### config.mk
export PLATFORM = sky130hd
export DESIGN_NAME = ffha_ctrl
export DESIGN_NICKNAME = d
export VERILOG_FILES = /design/src/hw/rtl/ffha_pkg.sv /design/src/hw/rtl/ffha_ctrl.sv
export SDC_FILE = /design/constraint.sdc
export NUM_CORES = 1
export LEC_CHECK = 0
export ABC_AREA = 1
export BUFFER_PORTS_ARGS = -buffer_cell sky130_fd_sc_hd__buf_2
export CORE_MARGIN = 2
export CORE_UTILIZATION = 45
export CTS_BUF_LIST = sky130_fd_sc_hd__clkbuf_2
export DETAILED_ROUTE_END_ITERATION = 8
export GPL_TIMING_DRIVEN = 0
export MAX_ROUTING_LAYER = met4
export PLACE_DENSITY = 0.74
export SYNTH_ARGS = -nofsm -noshare
export SYNTH_HDL_FRONTEND = slang
export SYNTH_SLANG_ARGS = --single-unit
export TNS_END_PERCENT = 10
### constraint.sdc
create_clock -name clock -period 2.05 [get_ports clock]
set_input_delay 0.205 -clock clock [delete_from_list [all_inputs] [get_ports clock]]
set_output_delay 0.205 -clock clock [all_outputs]
set_load 0.005 [all_outputs]
### src/hw/rtl/ffha_pkg.sv
// ffha_pkg: shared types and fixed field widths for the first-fit heap allocator.
// Used by ffha_ctrl, ffha_dp and the top level; depends on nothing.
`timescale 1ns / 1ps

package ffha_pkg;

   localparam int REQ_BYTES_W = 13;
   localparam int OFFSET_W    = 12;

   typedef enum logic [10:0] {
      ST_INIT  = 11'b000_0000_0001,
      ST_IDLE  = 11'b000_0000_0010,
      ST_RD    = 11'b000_0000_0100,
      ST_LOAD  = 11'b000_0000_1000,
      ST_CHK   = 11'b000_0001_0000,
      ST_ABS   = 11'b000_0010_0000,
      ST_NXT   = 11'b000_0100_0000,
      ST_FIT   = 11'b000_1000_0000,
      ST_SPLIT = 11'b001_0000_0000,
      ST_FEND  = 11'b010_0000_0000,
      ST_RESP  = 11'b100_0000_0000
   } state_type;

   typedef struct packed {
      logic init;       // write root header
      logic accept;     // latch request, restart walk at offset zero
      logic rd_h;       // read header at walk pointer
      logic load_cur;   // capture read header as current block
      logic rd_next;    // read header that follows current block
      logic merge;      // absorb follower into current block
      logic set_free;   // mark current block free
      logic adv;        // walk pointer to next block
      logic wr_merged;  // write current block back as free
      logic wr_taken;   // write current block as allocated, record grant
      logic wr_split;   // write split-off remainder
      logic set_fail;   // report no space
   } dp_cmd_type;

   typedef struct packed {
      logic req_free;     // request port asks for a free
      logic req_null;     // request port offset is null or below a header
      logic mode_free;    // latched request is a free
      logic cur_free;     // current block is free
      logic end_in_heap;  // next block starts inside the heap
      logic at_target;    // walk pointer is the block to free
      logic past_target;  // next block lies beyond the block to free
      logic nxt_free;     // read follower is free
      logic fits;         // current block covers the request
      logic split_ok;     // remainder leaves room for a block
   } dp_status_type;

endpackage

### src/hw/rtl/ffha_ctrl.sv
// ffha_ctrl: state machine that sequences the block walk, coalescing and split.
// Issues ffha_pkg::dp_cmd_type to ffha_dp; depends on ffha_pkg.
`timescale 1ns / 1ps

module ffha_ctrl (
   input  logic                      clock,
   input  logic                      reset,
   input  logic                      start,
   output logic                      busy,
   output logic                      rsp_valid,
   input  ffha_pkg::dp_status_type   status,
   output ffha_pkg::dp_cmd_type      cmd
);

   ffha_pkg::state_type state_ff, state_in;

   always_ff @(posedge clock) begin
      if (reset) begin
         state_ff <= ffha_pkg::ST_INIT;
      end else begin
         state_ff <= state_in;
      end
   end

   always_comb begin
      state_in = state_ff;
      cmd      = '0;
      unique case (state_ff)
         ffha_pkg::ST_INIT: begin
            cmd.init = 1'b1;
            state_in = ffha_pkg::ST_IDLE;
         end
         ffha_pkg::ST_IDLE: begin
            if (start) begin
               cmd.accept = 1'b1;
               if (status.req_free && status.req_null) begin
                  state_in = ffha_pkg::ST_RESP;
               end else begin
                  state_in = ffha_pkg::ST_RD;
               end
            end
         end
         ffha_pkg::ST_RD: begin
            cmd.rd_h = 1'b1;
            state_in = ffha_pkg::ST_LOAD;
         end
         ffha_pkg::ST_LOAD: begin
            cmd.load_cur = 1'b1;
            state_in     = ffha_pkg::ST_CHK;
         end
         ffha_pkg::ST_CHK: begin
            if (status.mode_free) begin
               if (status.at_target) begin
                  cmd.set_free = 1'b1;
                  state_in     = ffha_pkg::ST_ABS;
               end else if (status.end_in_heap && !status.past_target) begin
                  cmd.adv  = 1'b1;
                  state_in = ffha_pkg::ST_RD;
               end else begin
                  state_in = ffha_pkg::ST_RESP;
               end
            end else if (status.cur_free) begin
               state_in = ffha_pkg::ST_ABS;
            end else if (status.end_in_heap) begin
               cmd.adv  = 1'b1;
               state_in = ffha_pkg::ST_RD;
            end else begin
               cmd.set_fail = 1'b1;
               state_in     = ffha_pkg::ST_RESP;
            end
         end
         ffha_pkg::ST_ABS: begin
            if (status.end_in_heap) begin
               cmd.rd_next = 1'b1;
               state_in    = ffha_pkg::ST_NXT;
            end else if (status.mode_free) begin
               state_in = ffha_pkg::ST_FEND;
            end else begin
               state_in = ffha_pkg::ST_FIT;
            end
         end
         ffha_pkg::ST_NXT: begin
            if (status.nxt_free) begin
               cmd.merge = 1'b1;
               state_in  = ffha_pkg::ST_ABS;
            end else if (status.mode_free) begin
               state_in = ffha_pkg::ST_FEND;
            end else begin
               state_in = ffha_pkg::ST_FIT;
            end
         end
         ffha_pkg::ST_FIT: begin
            if (status.fits) begin
               cmd.wr_taken = 1'b1;
               state_in = status.split_ok ? ffha_pkg::ST_SPLIT : ffha_pkg::ST_RESP;
            end else begin
               cmd.wr_merged = 1'b1;
               if (status.end_in_heap) begin
                  cmd.adv  = 1'b1;
                  state_in = ffha_pkg::ST_RD;
               end else begin
                  cmd.set_fail = 1'b1;
                  state_in     = ffha_pkg::ST_RESP;
               end
            end
         end
         ffha_pkg::ST_SPLIT: begin
            cmd.wr_split = 1'b1;
            state_in     = ffha_pkg::ST_RESP;
         end
         ffha_pkg::ST_FEND: begin
            cmd.wr_merged = 1'b1;
            state_in      = ffha_pkg::ST_RESP;
         end
         ffha_pkg::ST_RESP: begin
            state_in = ffha_pkg::ST_IDLE;
         end
         default: begin
            state_in = ffha_pkg::ST_INIT;
         end
      endcase
   end

   assign busy      = (state_ff != ffha_pkg::ST_IDLE);
   assign rsp_valid = (state_ff == ffha_pkg::ST_RESP);

endmodule

After elaboration in Yosys (flattened, before gate mapping)

Cells that the tools add are included.
Widths: inputs -> output; s select.

Output and inout port bits: 14
Word-level logic and storage cells: 59
Register bits after elaboration: 11

Reductions and logical operators: 5
Mux-type cells: 40
Equal/unequal tests: 13

Operators by type and width:

| cell                 | count |
|---|---|
| $mux 11              | 11 |
| $pmux 11 s9          | 1 |
| $mux 1               | 23 |
| $eq 11x1->1 const B  | 1 |
| $eq 11x10->1 const B | 1 |
| $eq 11x11->1 const B | 1 |
| $eq 11x2->1 const B  | 1 |
| $eq 11x3->1 const B  | 1 |
| $eq 11x4->1 const B  | 1 |
| $eq 11x5->1 const B  | 1 |
| $eq 11x6->1 const B  | 1 |
| $eq 11x7->1 const B  | 1 |
| $eq 11x8->1 const B  | 1 |
| $eq 11x9->1 const B  | 1 |
| $ne 11x2->1 const B  | 1 |
| $mux 10              | 1 |
| $pmux 1 s2           | 3 |
| $reduce_or 2->1      | 2 |
| $logic_and 1x1->1    | 2 |
| $mux 2               | 1 |
| $ne 2x2->1 const B   | 1 |
| $logic_not 1->1      | 1 |

Longest topological paths before layout

Word-level depth: 6
Mapped depth: 9
Depth with buffers taken out: 9

Worst setup path before layout

Ideal clock, no wire load.

Kind: register to register
Start point: register state_ff[10]
End point: register state_ff[5]
Required time: 1.931 ns
Slack: 0.777 ns
Data arrival time: 1.153 ns
Buffers on the path: 0
Stages on the path, launching flop included: 10
Library setup time: 0.119 ns
Cell sequence: dfxtp_1 -> nor2_2 -> nand2_4 -> nor2_8 -> nand2_1 -> nand2_1 -> nor2_2 -> nand3_4 -> nand2_4 -> nor2_2

Cells in the longest elaborated chain, start to end: 3
Elaborated cells between the ends (all ways): 15

RTL lines:

| what                                       | line            | RTL |
|---|---|---|
| start: declaration                         | ffha_ctrl.sv:15 | `ffha_pkg::state_type state_ff, state_in;` |
| start signal: assignment                   | ffha_ctrl.sv:19 | `state_ff <= ffha_pkg::ST_INIT;` |
| start signal: assignment                   | ffha_ctrl.sv:21 | `state_ff <= state_in;` |
| $eq 11x11->1, or another cell as far along | ffha_ctrl.sv:28 | `unique case (state_ff)` |
| $reduce_or 2->1 (no line)                  | -               |  |
| $pmux 11 s9                                | ffha_ctrl.sv:28 |  |

Several ways; a longest one is shown, not always the timed one.
A chain may end at the register's enable or synchronous reset.

==> impl_metrics.ini <==
[critical_path]
critPathKind = flip-flop to output port
endpoint_kind = output port
r2r-end = state_ff[5]
cp_max_fo = 7
reg2reg_from = state_ff[2]
r2r_slack_ps = 610
cp_slowest_stage_delay_ps = 360
ff2ff_path_depth = 8
slowest_stage = dfxtp_1
path_cells = nor2_2 -> nand2_4 -> nor2_8 -> nand2_2 -> o22ai_1 -> buf_2
crit_arrival_ps = 1570
cp-start-kind = flip-flop
required_ps = 1850

[routing]
routedWlPerCell_um = 10.4
drc = 0
num_vias = 897
final_antenna_net_count = 0
drt-vias-per-instance = 4.80
firstDrtPassIters = 4
drt_iter0_markers = 19
wirelength_um = 1950

[placement]
pre_cts_slack_ps = 613
hpwl_um = 1650
gp_congestion = 0.869
dp.cells = 183
portBuffers = 26

[die]
start_util_pct = 48.7
core_um2 = 1760
num_rows = 15
ios = 27
die_h_um = 47.7
dieArea_um2 = 2270
die_x_um = 47.7

[sta]
hold_viol = 0
hold_slack_ps = 106
tns_ps = 0
finalMaxSlewViolations = 0
period_share_pct = 86.4
worst_pin_slew_ps = 364
setup_viol = 0
relSlewSlack_pct = 75.6
timing.fmax_ghz = 0.565
setup_slack_ps = 279
min_period_ps = 1770
rsz0062_at_grt = false
fin_skew_ps = 1.01

[cts]
h-tree-depth = 1
numCtsBuffers = 3
clk_pin_slew_ps = 120
postCtsSetupRepairBufs = 0
cts_sinks = 11
postCtsHoldBufs = 0
cts_tree = built
root_buffer = clkbuf_2
clk_latency_ps = 260
ctsResizeCount = 0
clock_path_buffers = 2

[hold_path]
holdPathEnd = state_ff[1]
min_path_cells = 2
worstHoldStart = reset
hold_path.class = input port to flip-flop

[global_routing]
grt_first_pass_wirelength_um = 3010
gr-total-overflow = 0
grt_max_degree = 8
grt_pass1_vias = 745
grt_antenna_before_repair = 0
grt_usage_pct = 20.2

[power_and_ir_drop]
cellPowerDensity_nw_per_um2 = 498
power_leakage_uw = 0.000588
ir_worst_vdd_mv = 0.232

[status]
status = finished, final reports clean

[cells_and_area]
final_cell_mix = 27 x nand2_1, 26 x buf_2, 24 x inv_1
area_growth_pct = 21.1
top_register = state_ff
largest_reg_flops = 11
antenna_cells = 0
reg_top3 = state_ff x11
final_common_cell = nand2_1
fin_nets = 176
drive_gt1_share_pct = 35.2
fillers = 191
fin_cells = 187

[synthesis]
ys_types = 21
syn_area_um2 = 858
ys_seq_elements = 11
syn_nets = 145
synth_top_area_cell = dfxtp_1
syn_inst = 132
synth_warnings = 0
ys_top_cells_by_area = dfxtp_1 26%, nand2_1 12%, inv_1 10%
avgSynthCellArea_um2 = 6.50
synth_top_area_share_pct = 25.7
yosysSeqAreaShare_pct = 25.7

[job]
maxCapViolations = 0
cell type report:
| type | count | area [um2] | area share (%) |
|---|---|---|---|
| Timing Repair Buffer | 26 | 130 | 12.5 |
| Sequential cell | 11 | 220 | 21.2 |
| Multi-Input combinational cell | 97 | 548 | 52.7 |
| Inverter | 24 | 90.1 | 8.66 |
| Tap cell | 25 | 31.3 | 3.01 |
| Clock buffer | 4 | 20.0 | 1.93 |
logic make-up (layout without fill, tap and decap cells):
kind of cell | count (synthesis) | in the layout | synth area share, %
AO/OA/AOI/OAI | 9 | 9 | 6.12
AND/OR/NAND/NOR | 88 | 88 | 57.7
flip-flops | 11 | 11 | 25.7
buffers and inverters | 24 | 54 | 10.5
synth_stat cells:
cell and instances:
nor2_8 2, a21oi_1 1, nor2_2 12, o22ai_1 1
nand3_4 1, nand2_1 27, o21ai_1 2, nor2_1 17
a31oi_1 1, nand2_4 5, nor3_1 7, nand3_1 7
inv_1 24, nand2_2 5, dfxtp_1 11, o21ai_0 2
o31ai_1 1, nand4_1 3, nor3_2 1, o211ai_1 1
nor2_4 1
report_power, final:
part,switching (uW),internal (uW),total (uW)
combinational,102,57.6,160
clock,77.1,51.8,129
sequential,6.81,222,229
per-stage QoR:
stage / area (um2) / total power [uW] / utilization, %
after global placement: 1020 / 390 / 57.8
after floorplan: 858 / 350 / -
after CTS: 1040 / 523 / 58.9
after global routing: 1040 / 549 / 58.9
final: 1040 / 518 / 58.9
after detailed placement: 1020 / 395 / 57.8
per-layer routing:
metal | GRT usage [%] | wire length [um] | vias to the layer above
met5 | - | 0 | -
met3 | 2.26 | 101 | 2
li1 | - | - | 474
met1 | 22.4 | 877 | 394
met2 | 34.9 | 943 | 27
met4 | 11.4 | 27 | 0
how the worst max path moves through the flow:
stage / start / slack [ps] / endpoint
4_1_cts: state_ff[10] / 290 / cmd[4]
2_1_floorplan: state_ff[10] / 780 / state_ff[5]
3_5_place_dp: state_ff[10] / 610 / cmd[4]
6_report: state_ff[10] / 280 / cmd[4]
3_3_place_gp: state_ff[0] / 610 / cmd[4]
5_1_grt: state_ff[4] / 190 / cmd[4]
critical path: cells and delay by family (launching register included):
family,cells,cell delay [ps]
DFF,1,360
and+or+nand+nor,4,550
AOI/OAI and AO/OA,1,230
buffers and inverters,1,160
Power figures use the tool's default switching activity.
